## src/ttt_pkg.sv

```systemverilog
// Shared types, sizes and codes for the tick task timer table.
// No dependencies; every other file imports this package.
package ttt_pkg;

   localparam int TBL_SIZE = 16;
   localparam int IDX_W    = 4;
   localparam int CNT_W    = 5;
   localparam int KEY_W    = 16;
   localparam int TIME_W   = 32;

   // request modes
   localparam logic [2:0] MODE_TICK   = 3'd0;
   localparam logic [2:0] MODE_CREATE = 3'd1;
   localparam logic [2:0] MODE_DELETE = 3'd2;
   localparam logic [2:0] MODE_SETDLY = 3'd3;
   localparam logic [2:0] MODE_SETRLD = 3'd4;
   localparam logic [2:0] MODE_DISP   = 3'd5;

   // result status codes
   localparam logic [3:0] ST_CREATED  = 4'd0;
   localparam logic [3:0] ST_DELETED  = 4'd1;
   localparam logic [3:0] ST_UPDATED  = 4'd2;
   localparam logic [3:0] ST_NOTFOUND = 4'd3;
   localparam logic [3:0] ST_FULL     = 4'd4;
   localparam logic [3:0] ST_EMPTYKEY = 4'd5;
   localparam logic [3:0] ST_DISP     = 4'd6;
   localparam logic [3:0] ST_NONE     = 4'd7;
   localparam logic [3:0] ST_TICKDONE = 4'd8;

   typedef struct packed {
      logic [2:0]        mode;
      logic [KEY_W-1:0]  task_key;
      logic              one_shot;
      logic [TIME_W-1:0] delay_value;
      logic [TIME_W-1:0] reload_value;
   } req_type;

   typedef struct packed {
      logic [3:0]       status;
      logic [KEY_W-1:0] ready_key;
      logic             last;
      logic             queue_overflow;
      logic [CNT_W-1:0] task_count;
   } rsp_type;

endpackage

```

## src/ttt_front.sv

```systemverilog
// Front end: accepts requests, drops unused modes, holds a two-entry queue.
// Depends on ttt_pkg.
module ttt_front (
   input  logic             clock,
   input  logic             reset,
   input  logic             in_valid,
   input  ttt_pkg::req_type in_req,
   output logic             full,
   output logic             op_valid,
   output ttt_pkg::req_type op_req,
   input  logic             op_take
);
   import ttt_pkg::*;

   req_type    slot_ff [2];
   logic       wr_ff, wr_in, rd_ff, rd_in;
   logic [1:0] cnt_ff, cnt_in;
   logic       push;

   // keep only modes that produce work
   assign push = in_valid && (in_req.mode <= MODE_DISP);

   assign full     = (cnt_ff == 2'd2);
   assign op_valid = (cnt_ff != 2'd0);
   assign op_req   = slot_ff[rd_ff];

   // advance pointers and fill
   always_comb begin
      wr_in  = wr_ff ^ push;
      rd_in  = rd_ff ^ op_take;
      cnt_in = cnt_ff + {1'b0, push} - {1'b0, op_take};
   end

   always_ff @(posedge clock) begin
      if (reset) begin
         wr_ff  <= 1'b0;
         rd_ff  <= 1'b0;
         cnt_ff <= 2'd0;
      end else begin
         wr_ff  <= wr_in;
         rd_ff  <= rd_in;
         cnt_ff <= cnt_in;
      end
      if (push) begin
         slot_ff[wr_ff] <= in_req;
      end
   end

endmodule

```

## config.mk

```make
export PLATFORM = sky130hd
export DESIGN_NAME = ttt_front
export DESIGN_NICKNAME = d
export VERILOG_FILES = /design/src/ttt_pkg.sv /design/src/ttt_front.sv
export SDC_FILE = /design/constraint.sdc
export NUM_CORES = 1
export LEC_CHECK = 0
export ABC_AREA = 0
export ABC_CLOCK_PERIOD_IN_PS = 8300
export BUFFER_PORTS_ARGS = -buffer_cell sky130_fd_sc_hd__buf_2
export CORE_MARGIN = 2
export CORE_UTILIZATION = 29
export DETAILED_ROUTE_END_ITERATION = 8
export GPL_TIMING_DRIVEN = 0
export PLACE_DENSITY = 0.47
export SLEW_MARGIN = 30
export SYNTH_ARGS = -nofsm -noshare
export SYNTH_HDL_FRONTEND = slang
export SYNTH_SLANG_ARGS = --single-unit
```

## constraint.sdc

```tcl
create_clock -name clock -period 8.3 [get_ports clock]
set_input_delay 2.49 -clock clock [delete_from_list [all_inputs] [get_ports clock]]
set_output_delay 2.49 -clock clock [all_outputs]
set_load 0.02 [all_outputs]
```

-- After elaboration in Yosys (flattened, before gate mapping)
Memories as Yosys holds them, arrays and structs flattened. A register that Yosys moved wholly into a read port is not among the register bits.
Cells that the tools add are included.
- register bits after elaboration: 4
- bits in writable memories: 168
- bits of input ports: 88
- output and inout port bits: 86
- word-level logic and storage cells: 15
- memories: 1
- add/subtract/negate cells: 2
- order comparisons: 1
- eq/ne operators: 1
- muxes and demuxes: 3
- bitwise gates (word level): 2
- reductions and logical operators: 2
- memories (name ; depth ; bits a word ; rd ports ; clocked after Yosys merged registers in ; write ports ; RTL line ; source):
    slot_ff ; 2 ; 84 ; 1 ; 1 ; 1 ; ttt_front.sv:15 ; req_type slot_ff [2];
- operators with widths (operator ; count):
    3-bit less-or-equal comparator (second input constant) ; 1
    1-bit two-way mux ; 3
    2-bit by 1-bit adder with 2-bit output ; 1
    2-bit equality test (second input constant) ; 1
    2-bit nonzero test ; 1
    2-bit by 1-bit subtractor with 2-bit output ; 1
    1-bit XOR ; 2
    1-bit logical AND ; 1

-- Logic depth before layout (Yosys ltp)
Gate-level depths: netlist (run 1).
- depth after elaboration: 4
- depth in mapped cells: 7

-- Worst setup path before layout (run 1)
No wires, ideal clock.
- path kind: input-to-reg
- start point: input in_req[83] (netlist bit)
- end point: memory slot_ff[1][0] (netlist bit), enable pin
- data arrival time: 4.702 ns
- required time: 7.848 ns
- slack: 3.146 ns
- stages: 3
- cell sequence: nand2_1 > and2_1 > ha_1
- word-level cells in the longest chain between the ends: 4
- RTL lines (element ; RTL line ; source):
    from (decl) ; ttt_front.sv:7 ; input ttt_pkg::req_type in_req,
    3-bit less-or-equal comparator ; ttt_front.sv:21 ; assign push = in_valid && (in_req.mode <= MODE_DISP);
    1-bit logical AND ; ttt_front.sv:21 ;
    1-bit two-way mux ; ttt_front.sv:44 ; if (push) begin
    1-bit two-way mux (not written as such) ; ttt_front.sv:45 ; slot_ff[wr_ff] <= in_req;
    to (decl) ; ttt_front.sv:15 ;
No other way between the ends.

==> flow_metrics.py, run 1 <==
metrics = {
    "cells_and_area": {
        "final_net_count": 570,
        "drive_above_1_share": 0.517,
        "synthToLayoutAreaGrowth_pct": 30.3,
        "layout.core_utilization": 0.387,
        "diodes": 0,
        "filler_cell_count": 1971,
    },
    "timing": {
        "slew_headroom": 0.721,
        "rsz_0062_raised_after_global_routing": "false",
        "final-setup-viol-count": 0,
        "final.period_utilization": 0.508,
        "slew_viol_final": 0,
        "max_slew.worst_pin.slew_ns": 0.419,
        "max_freq_mhz": 237,
        "fin_hold_ws_ns": 0.631,
        "timing.setup.tns_ns": 0,
        "finalClockSkew_ns": 0.00781,
        "finalHoldViolations": 0,
        "final_period_minus_worst_setup_slack_ns": 4.22,
    },
    "logic_synthesis": {
        "synth_async_sr_flop_share": 0,
        "post_synth_inst_count": 282,
        "synth_seq_cells": 172,
        "synth_seq_area_share": 0.816,
        "synth_cell_type_count": 16,
        "synth_top_cell_area_share": 0.803,
        "synth_most_common_cell": "sky130_fd_sc_hd__edfxtp_1",
        "synth.cell_area_sq_mm": 0.00628,
        "synth-edff-count": 168,
        "synth_area_leader_cell": "sky130_fd_sc_hd__edfxtp_1",
        "most_used_flip_flop_cell_after_synthesis": "sky130_fd_sc_hd__edfxtp_1",
        "netlist_top_cells_area": "sky130_fd_sc_hd__edfxtp_1 (80%), sky130_fd_sc_hd__mux2_1 (9.0%), sky130_fd_sc_hd__mux2_2 (6.1%), sky130_fd_sc_hd__dfxtp_1 (1.3%), sky130_fd_sc_hd__buf_6 (0.90%)",
        "synth.avg_cell_area_sq_um": 22.3,
        "synth_nets": 374,
        "synth_top_cells_by_count": "sky130_fd_sc_hd__edfxtp_1 (168), sky130_fd_sc_hd__mux2_1 (50), sky130_fd_sc_hd__mux2_2 (34), sky130_fd_sc_hd__buf_6 (5)",
        "synth_warnings": 0,
    },
    "worst_hold_path": {
        "timing.hold.worst_path_depth": 3,
        "min-delay-path-class": "register to register",
    },
    "die": {
        "placement_rows": 53,
        "die_h_um": 151,
        "floorplan.die_area_sq_mm": 0.0229,
        "die_width_um": 151,
        "floorplan_core_area_sq_mm": 0.0212,
        "floorplan.initialDensity": 0.297,
        "top_level_ports": 174,
    },
    "detailed_routing": {
        "detailroute.via_count": 3204,
        "dr.pass1.iters": 4,
        "total_wire_length_mm": 12.0,
        "final_antenna_net_count": 0,
        "detailedRoute.firstIterationViolations": 94,
        "vias_per_cell": 4.18,
        "drc_errors": 0,
        "wl_per_cell_um": 15.7,
    },
    "global_routing": {
        "first_global_vias": 3429,
        "grt_max_degree": 35,
        "busiest_layer": "met2",
        "grtUsageMet3": 0.0491,
        "overflow": 0,
        "antenna_found_initial": 0,
        "grtUsageMet2": 0.182,
        "met1_resource_use_gr": 0.116,
        "grt_usage": 0.107,
        "grt_first_pass_wirelength_mm": 17.9,
    },
    "placement": {
        "gp_congestion": 0.639,
        "place_hpwl_mm": 8.07,
        "port_buffers": 173,
    },
    "clocking": {
        "tritoncts": "done",
        "deepest_clock_path_buffer_count": 2,
        "numCtsBuffers": 17,
        "cts_resized": 0,
        "post-cts-setup-buffer-count": 0,
        "clkTransAtPathRegs_ns": 0.07,
        "quantity_of_hold_fixing_buffers_added_after_cts": 0,
        "clock_latency_ns": 0.41,
        "cts.sink_count": 172,
        "clk_root_buffer_cell": "sky130_fd_sc_hd__clkbuf_16",
        "h_tree_levels": 4,
    },
    "power_and_ir_drop": {
        "peakVddDrop_mv": 0.134,
        "power-per-cell-area_mw_per_mm2": 250,
        "leakage_uw": 0.00304,
    },
    "outcome": {
        "run_status": "finished clean",
    },
    "setup_path": {
        "setup.worst_path.end_class": "output pin",
        "timing.critical_path.required_ns": 5.81,
        "rr_worst_depth": 4,
        "critical_path_class": "register to output pin",
        "crit_arrival_ns": 1.73,
        "timing.critical_path.fanout_max": 10,
        "worstSetupStartpointType": "register",
    },
    "run": {
        "maxCapViolCount": 0,
    },
}
metrics by stage:
stage               power [uW]  std cells  area, sq um  worst slack [ns]
floorplan                 1190        282         6280              3.15
global placement          1280        730         7490              1.76
detailed placement        1290        734         7600              4.03
CTS                       2090        766         8180              3.98
global route              2140        766         8180              3.93
finish                    2040        766         8180              4.08
where the power goes:
| group | switching, uW | leakage [uW] | internal (uW) |
|---|---|---|---|
| logic | 145 | 0.00117 | 99.6 |
| registers | 10.5 | 0.00159 | 1010 |
| clock network | 331 | 0.000284 | 449 |
| total | 487 | 0.00304 | 1560 |
worst paths after layout:
path	from	end	slack (ns)
max	rd_ff	op_req[67]	4.08
min reg2reg	wr_ff	wr_ff	0.63
min	wr_ff	wr_ff	0.63
max reg2reg	wr_ff	slot_ff[0][27]	6.62
registers in the layout (all words and copies together), names as in the netlist:
| name | cells |
|---|---|
| cnt_ff | 2 |
| slot_ff | 168 |
| wr_ff | 1 |
| rd_ff | 1 |
worst max-delay path, cell delays in order (launching register included):
cell and delay (ns):
sky130_fd_sc_hd__dfxtp_1 0.37, sky130_fd_sc_hd__buf_4 0.24, sky130_fd_sc_hd__buf_6 0.18, sky130_fd_sc_hd__mux2_1 0.34
sky130_fd_sc_hd__buf_2 0.17
layout by cell type, fill, tap and decap left out, drive strengths merged:
master,count
and2,1
buf,186
bufinv,2
clkbuf,18
clkinv,5
clkinvlp,2
dfxtp,4
edfxtp,168
ha,4
inv,7
mux2,84
nand2,2
nor2,3
nor2b,2
or2,1
xnor2,1
xnor3,1
logic make-up (layout without fill, tap and decap cells):
logic type	after synthesis	count (layout)	synth area share
flip-flops	172	172	0.816
multiplexers	84	84	0.151
buffers and inverters	11	220	0.0137
AND/OR/NAND/NOR	9	9	0.00697
adder cells (fa/ha/maj)	4	4	0.00797
XOR/XNOR	2	2	0.00498
routing by layer:
layer  vias up  share of wire
met3        14          0.083
met4         0          0.013
met2       103           0.51
met5         -              0
li1       1507              -
met1      1580           0.39
final cells by class:
cell class,count,area (sq um),area share
timing repair buffer,177,946,0.116
sequential,172,5120,0.626
buffer,9,78.8,0.00963
inverter,2,7.51,0.000917
clock buffer,18,429,0.0524
tap,275,344,0.0420
multi-input combinational,99,1100,0.134
clock inverter,14,158,0.0193
(Power assumes the default switching activity.)
==> run 2: changes to the inputs <==
--- a/config.mk
+++ b/config.mk
@@ -6,13 +6,13 @@
 export NUM_CORES = 1
 export LEC_CHECK = 0
 export ABC_AREA = 0
-export ABC_CLOCK_PERIOD_IN_PS = 8300
+export ABC_CLOCK_PERIOD_IN_PS = 3500
 export BUFFER_PORTS_ARGS = -buffer_cell sky130_fd_sc_hd__buf_2
 export CORE_MARGIN = 2
 export CORE_UTILIZATION = 29
 export DETAILED_ROUTE_END_ITERATION = 8
 export GPL_TIMING_DRIVEN = 0
-export PLACE_DENSITY = 0.47
+export PLACE_DENSITY = 0.49
 export SLEW_MARGIN = 30
 export SYNTH_ARGS = -nofsm -noshare
 export SYNTH_HDL_FRONTEND = slang
==> constraint.sdc (replaced) <==
create_clock -name clock -period 3.5 [get_ports clock]
set_input_delay 1.05 -clock clock [delete_from_list [all_inputs] [get_ports clock]]
set_output_delay 1.05 -clock clock [all_outputs]
set_load 0.02 [all_outputs]
==> run 2 against run 1 <==
Global-route usage increased by 0.066 points. Setup slack worse by 3.4 ns. First-iteration DRC count is 7.4% higher. Cell count unchanged. Sequential power increased by 140%. Critical endpoint is now op_req[59]. Largest power group unchanged.
==> flow_metrics.py, run 2 (synthesized netlist as in run 1, its figures left out) <==
metrics = {
    "outcome": {
        "run_status": "finished clean",
    },
    "detailed_routing": {
        "drc_errors": 0,
        "wl_per_cell_um": 15.8,
        "vias_per_cell": 4.19,
        "detailroute.via_count": 3207,
        "total_wire_length_mm": 12.1,
        "dr.pass1.iters": 4,
        "final_antenna_net_count": 0,
        "detailedRoute.firstIterationViolations": 101,
    },
    "timing": {
        "fin_ws_ns": 0.695,
        "final_period_minus_worst_setup_slack_ns": 2.80,
        "fin_hold_ws_ns": 0.624,
        "slew_headroom": 0.762,
        "rsz_0062_raised_after_global_routing": "false",
        "slew_viol_final": 0,
        "max_slew.worst_pin.slew_ns": 0.356,
        "max_freq_mhz": 357,
        "finalHoldViolations": 0,
        "final-setup-viol-count": 0,
        "final.period_utilization": 0.801,
        "timing.setup.tns_ns": 0,
        "finalClockSkew_ns": 0.00759,
    },
    "die": {
        "floorplan.die_area_sq_mm": 0.0229,
        "placement_rows": 53,
        "die_h_um": 151,
        "top_level_ports": 174,
        "floorplan_core_area_sq_mm": 0.0212,
        "die_width_um": 151,
        "floorplan.initialDensity": 0.297,
    },
    "placement": {
        "port_buffers": 173,
        "gp_congestion": 0.670,
        "placed_cell_area_sq_mm": 0.00760,
        "placed_cells_incl_taps": 734,
        "place_hpwl_mm": 8.19,
        "place_worst_setup_slack_ns": 0.966,
    },
    "power_and_ir_drop": {
        "leakage_uw": 0.00302,
        "peakVddDrop_mv": 0.320,
        "power-per-cell-area_mw_per_mm2": 584,
    },
    "setup_path": {
        "setup.worst_path.end_class": "output pin",
        "timing.critical_path.slowest_cell_delay_ns": 0.38,
        "worst-r2r-setup-slack_ns": 2.09,
        "crit_arrival_ns": 1.75,
        "rr_startpoint": "wr_ff",
        "timing.critical_path.fanout_max": 10,
        "critical_path.reg2reg.endpoint": "slot_ff[0][60]",
        "worstSetupStartpointType": "register",
        "critical_path_class": "register to output pin",
        "critical_path.cell_chain": "buf_4 -> buf_6 -> mux2_1 -> buf_2",
        "critPathSlowestCell": "sky130_fd_sc_hd__dfxtp_1",
        "rr_worst_depth": 3,
        "timing.critical_path.required_ns": 2.45,
    },
    "worst_hold_path": {
        "hold-path-endpoint": "cnt_ff[0]",
        "timing.hold.worst.start": "cnt_ff[0]",
        "timing.hold.worst_path_depth": 2,
        "min-delay-path-class": "register to register",
    },
    "clocking": {
        "quantity_of_hold_fixing_buffers_added_after_cts": 0,
        "h_tree_levels": 4,
        "cts.sink_count": 172,
        "clk_root_buffer_cell": "sky130_fd_sc_hd__clkbuf_16",
        "deepest_clock_path_buffer_count": 2,
        "post-cts-setup-buffer-count": 0,
        "clock_latency_ns": 0.42,
        "tritoncts": "done",
        "numCtsBuffers": 17,
        "clkTransAtPathRegs_ns": 0.06,
        "cts_resized": 0,
    },
    "cells_and_area": {
        "diodes": 0,
        "fin_cells": 766,
        "reg_top3": "slot_ff: 168 flops, cnt_ff: 2 flops",
        "final_net_count": 570,
        "finalInstanceArea_sq_mm": 0.00815,
        "layout.cells.most_common_list": "sky130_fd_sc_hd__buf_2 (176), sky130_fd_sc_hd__edfxtp_1 (168), sky130_fd_sc_hd__mux2_1 (50)",
        "largest_register_ffs": 168,
        "drive_above_1_share": 0.515,
        "max_flop_register": "slot_ff",
        "mostFrequentLayoutCell": "sky130_fd_sc_hd__buf_2",
        "synthToLayoutAreaGrowth_pct": 29.7,
    },
    "global_routing": {
        "grt_usage": 0.107,
        "grt_first_pass_wirelength_mm": 18.1,
        "antenna_found_initial": 0,
        "grt_max_degree": 36,
        "first_global_vias": 3467,
        "overflow": 0,
    },
    "run": {
        "maxCapViolCount": 0,
    },
}
run 2: power breakdown:
part           switching [uW]  internal (uW)  leakage, uW  total [uW]
clock                     775            984     0.000264        1760
sequential               25.3           2390      0.00159        2420
combinational             345            236      0.00117         581
run 2: worst max path at each step:
stage	end	slack [ns]	start
finish	op_req[59]	0.70	rd_ff
CTS	op_req[59]	0.61	rd_ff
floorplan	slot_ff[1][0]	-0.21	in_req[83]
detailed placement	slot_ff[1][69]	0.97	in_req[83]
global placement	slot_ff[0][23]	-1.60	in_req[83]
global route	op_req[59]	0.56	rd_ff
run 2: worst max-delay path: cells and delay by family, from the launching register on:
| kind | cells | cell delay, ns |
|---|---|---|
| buf+inv | 3 | 0.62 |
| flops | 1 | 0.38 |
| mux | 1 | 0.34 |
run 2: area by class of cell:
class,instances,area (sq um)
Buffer,9,78.8
Clock inverter,13,116
Inverter,2,7.51
Tap cell,275,344
Timing Repair Buffer,177,946
Fill cell,1994,13000
Sequential cell,172,5120
Multi-Input combinational cell,99,1100
Clock buffer,19,433
run 2: metrics by stage:
stage                      util  total power [uW]
after detailed placement  0.359              3050
final                     0.385              4750
after floorplan               -              2820
after CTS                 0.385              4840
after global routing      0.385              4970
after global placement    0.354              3040
run 2: metal layers:
metal / vias up / track usage / part of all wire
li1: 1502 / - / -
met1: 1589 / 0.123 / 0.43
met2: 108 / 0.176 / 0.48
met3: 8 / 0.0494 / 0.086
met4: 0 / 0.0421 / 0.012
met5: - / 0 / 0
==> run 3: changes to the inputs <==
--- a/config.mk
+++ b/config.mk
@@ -5,8 +5,8 @@
 export SDC_FILE = /design/constraint.sdc
 export NUM_CORES = 1
 export LEC_CHECK = 0
-export ABC_AREA = 0
-export ABC_CLOCK_PERIOD_IN_PS = 3500
+export ABC_AREA = 1
+export ABC_CLOCK_PERIOD_IN_PS = 2400
 export BUFFER_PORTS_ARGS = -buffer_cell sky130_fd_sc_hd__buf_2
 export CORE_MARGIN = 2
 export CORE_UTILIZATION = 29
==> constraint.sdc (replaced) <==
create_clock -name clock -period 2.4 [get_ports clock]
set_input_delay 0.72 -clock clock [delete_from_list [all_inputs] [get_ports clock]]
set_output_delay 0.72 -clock clock [all_outputs]
set_load 0.02 [all_outputs]
==> run 3 against run 2 <==
Combinational power up 47%. Clock power up 51%. Sequential power up 45%. Die area about the same. Clock skew down 0.0021 ns. Synthesized area about the same. Largest cell class unchanged.
==> flow_metrics.py, run 3 <==
metrics = {
    "power_and_ir_drop": {
        "leakage_uw": 0.00307,
        "power-per-cell-area_mw_per_mm2": 856,
        "peakVddDrop_mv": 0.437,
    },
    "global_routing": {
        "grt_first_pass_wirelength_mm": 17.9,
        "grt_max_degree": 44,
        "grtUsageMet2": 0.179,
        "grt_usage": 0.106,
        "overflow": 0,
        "grtUsageMet3": 0.0416,
        "busiest_layer": "met2",
        "first_global_vias": 3491,
        "met1_resource_use_gr": 0.119,
        "antenna_found_initial": 0,
    },
    "timing": {
        "finalHoldViolations": 0,
        "finalClockSkew_ns": 0.00552,
        "max_slew.worst_pin.slew_ns": 0.695,
        "slew_viol_final": 0,
        "max_freq_mhz": 431,
        "final-setup-viol-count": 0,
        "final_period_minus_worst_setup_slack_ns": 2.32,
        "slew_headroom": 0.536,
        "fin_ws_ns": 0.0814,
        "rsz_0062_raised_after_global_routing": "true",
        "final.period_utilization": 0.966,
    },
    "cells_and_area": {
        "layout.core_utilization": 0.388,
        "max_flop_register": "slot_ff",
        "largest_register_ffs": 168,
        "synthToLayoutAreaGrowth_pct": 30.6,
        "mostFrequentLayoutCell": "sky130_fd_sc_hd__buf_2",
        "finalInstanceArea_sq_mm": 0.00821,
        "layout.cells.most_common_list": "sky130_fd_sc_hd__buf_2 (175), sky130_fd_sc_hd__edfxtp_1 (168), sky130_fd_sc_hd__mux2_1 (49)",
        "drive_above_1_share": 0.511,
        "final_net_count": 579,
        "reg_top3": "slot_ff: 168 flops, cnt_ff: 2 flops",
        "fin_cells": 774,
        "diodes": 0,
    },
    "logic_synthesis": {
        "synth_top_cells_by_count": "sky130_fd_sc_hd__edfxtp_1 (168), sky130_fd_sc_hd__mux2_1 (50), sky130_fd_sc_hd__mux2_2 (34), sky130_fd_sc_hd__inv_1 (7)",
        "basic_gate_share_of_the_synthesized_area_counting_and_or_nand_and_nor_cells": 0.00776,
        "synth_warnings": 0,
        "synth.avg_cell_area_sq_um": 21.7,
        "synth_top_cell_area_share": 0.802,
        "synth-adder-area-share": 0.00796,
        "synth_cell_type_count": 15,
        "synth.cell_area_sq_mm": 0.00629,
        "synth_seq_area_share": 0.815,
        "synth_most_common_cell": "sky130_fd_sc_hd__edfxtp_1",
        "synth_nets": 382,
        "synth_seq_cells": 172,
        "post_synth_inst_count": 290,
        "synth_area_leader_cell": "sky130_fd_sc_hd__edfxtp_1",
        "most_used_flip_flop_cell_after_synthesis": "sky130_fd_sc_hd__edfxtp_1",
        "synth_xor_area_frac": 0.00139,
        "synth_async_sr_flop_share": 0,
        "synth_compound_gate_area_share": 0.000796,
        "mux_contribution_to_synthesized_area": 0.150,
        "synth-edff-count": 168,
        "netlist_top_cells_area": "sky130_fd_sc_hd__edfxtp_1 (80%), sky130_fd_sc_hd__mux2_1 (9.0%), sky130_fd_sc_hd__mux2_2 (6.1%), sky130_fd_sc_hd__dfxtp_1 (1.3%), sky130_fd_sc_hd__buf_6 (0.90%)",
        "combinational_family_with_the_most_area_after_synthesis": "multiplexers",
    },
    "setup_path": {
        "rr_worst_depth": 3,
        "crit_buf_inv": 3,
        "critical_path.cell_chain": "buf_12 -> buf_6 -> mux2_1 -> buf_2",
        "critPathSlowestCell": "sky130_fd_sc_hd__dfxtp_4",
        "cpLargestDelayFamily": "buffers and inverters",
        "rr_startpoint": "wr_ff",
        "worst-r2r-setup-slack_ns": 0.74,
        "worstSetupStartpointType": "register",
        "critical_path_class": "register to output pin",
        "timing.critical_path.required_ns": 1.68,
        "crit_arrival_ns": 1.60,
        "timing.critical_path.slowest_cell_delay_ns": 0.37,
        "setup.worst_path.end_class": "output pin",
        "timing.critical_path.fanout_max": 10,
        "critical_path.reg2reg.endpoint": "slot_ff[0][63]",
    },
    "clocking": {
        "numCtsBuffers": 17,
        "clk_root_buffer_cell": "sky130_fd_sc_hd__clkbuf_16",
        "tritoncts": "done",
        "deepest_clock_path_buffer_count": 2,
        "clkTransAtPathRegs_ns": 0.06,
        "clock_latency_ns": 0.41,
        "cts.sink_count": 172,
        "h_tree_levels": 4,
    },
    "run": {
        "maxCapViolCount": 0,
    },
    "placement": {
        "place_worst_setup_slack_ns": -0.0876,
        "placed_cell_area_sq_mm": 0.00758,
        "place_hpwl_mm": 7.89,
        "port_buffers": 173,
        "placed_cells_incl_taps": 740,
        "gp_congestion": 0.682,
    },
    "die": {
        "floorplan.die_area_sq_mm": 0.0229,
        "die_h_um": 151,
        "top_level_ports": 174,
        "die_width_um": 151,
        "floorplan.initialDensity": 0.297,
        "floorplan_core_area_sq_mm": 0.0212,
        "placement_rows": 53,
    },
    "detailed_routing": {
        "detailedRoute.firstIterationViolations": 76,
        "dr.pass1.iters": 4,
        "vias_per_cell": 4.22,
        "wl_per_cell_um": 15.5,
        "final_antenna_net_count": 0,
        "detailroute.via_count": 3265,
        "total_wire_length_mm": 12.0,
        "drc_errors": 0,
    },
    "worst_hold_path": {
        "timing.hold.worst_path_depth": 1,
        "hold-path-endpoint": "slot_ff[0][73]",
        "timing.hold.worst.start": "in_req[73]",
        "min-delay-path-class": "primary input to register",
    },
    "outcome": {
        "run_status": "finished clean",
    },
}
-- run 3: cell types whose count changed in the layout (fill, tap and decap cells not counted), sizes merged, moves of 2 or more --
cell	change
nand2	+3
clkbuf	-2
nor2b	-2
inv	+4
nor2	+2
-- run 3: per-stage QoR --
stage / setup TNS, ns / power (uW) / hold WS [ns]
finish: 0 / 7030 / 0.493
floorplan: -9.99 / 4090 / 0.528
global placement: -150.88 / 4410 / 0.559
CTS: 0 / 7140 / 0.466
detailed placement: -6.31 / 4440 / 0.571
global route: -0.0341 / 7350 / 0.459
-- run 3: layout make-up --
class | count | area (sq um)
inverter | 7 | 26.3
clock buffer | 17 | 425
timing repair buffer | 178 | 946
multi-input combinational | 102 | 1090
clock inverter | 14 | 144
tap | 275 | 344
buffer | 9 | 111
fill | 2004 | 12900
sequential | 172 | 5130
-- run 3: worst max-delay path by stage --
| stage | startpoint | end | slack, ns | cells past startpoint |
|---|---|---|---|---|
| final | rd_ff | op_req[46] | 0.08 | 4 |
| after CTS | rd_ff | op_req[31] | 0.002 | 4 |
| after floorplan | in_req[83] | slot_ff[1][0] | -0.06 | 4 |
| after global routing | rd_ff | op_req[61] | -0.009 | 4 |
| after global placement | in_req[83] | slot_ff[1][62] | -0.90 | 5 |
| after detailed placement | in_req[83] | slot_ff[1][71] | -0.09 | 6 |
-- run 3: worst register-to-register path, cell delays in order (launching register included) --
cell	delay [ns]
sky130_fd_sc_hd__dfxtp_1	0.33
sky130_fd_sc_hd__inv_1	0.10
sky130_fd_sc_hd__ha_4	0.57
sky130_fd_sc_hd__buf_16	0.31
-- run 3: repair_timing --
action,4_1_cts,5_1_grt
buffers inserted,0,3
gates resized for setup,6,6
setup endpoints to repair,50,62
hold buffers,0,0
gates cloned,0,0
pin swaps,0,0
-- run 3: kinds of logic (layout without fill, tap and decap cells) --
| logic type | after synthesis | after routing |
|---|---|---|
| AOI/OAI and AO/OA | 1 | 1 |
| buffers and inverters | 16 | 225 |
| DFF | 172 | 172 |
| and+or+nand+nor | 12 | 12 |
| xor gates and xnor gates | 1 | 1 |
| adders and majority gates | 4 | 4 |
| muxes | 84 | 84 |
-- run 3: report_power, final --
group | internal [uW] | switching (uW)
Clock | 1530 | 1120
Sequential | 3490 | 35.4
Combinational | 349 | 506
-- run 3: routing by layer --
layer  share of wire  wire length [um]
met1            0.40              4850
met2            0.50              6040
met3           0.079               949
met4           0.013               158
met5               0                 0
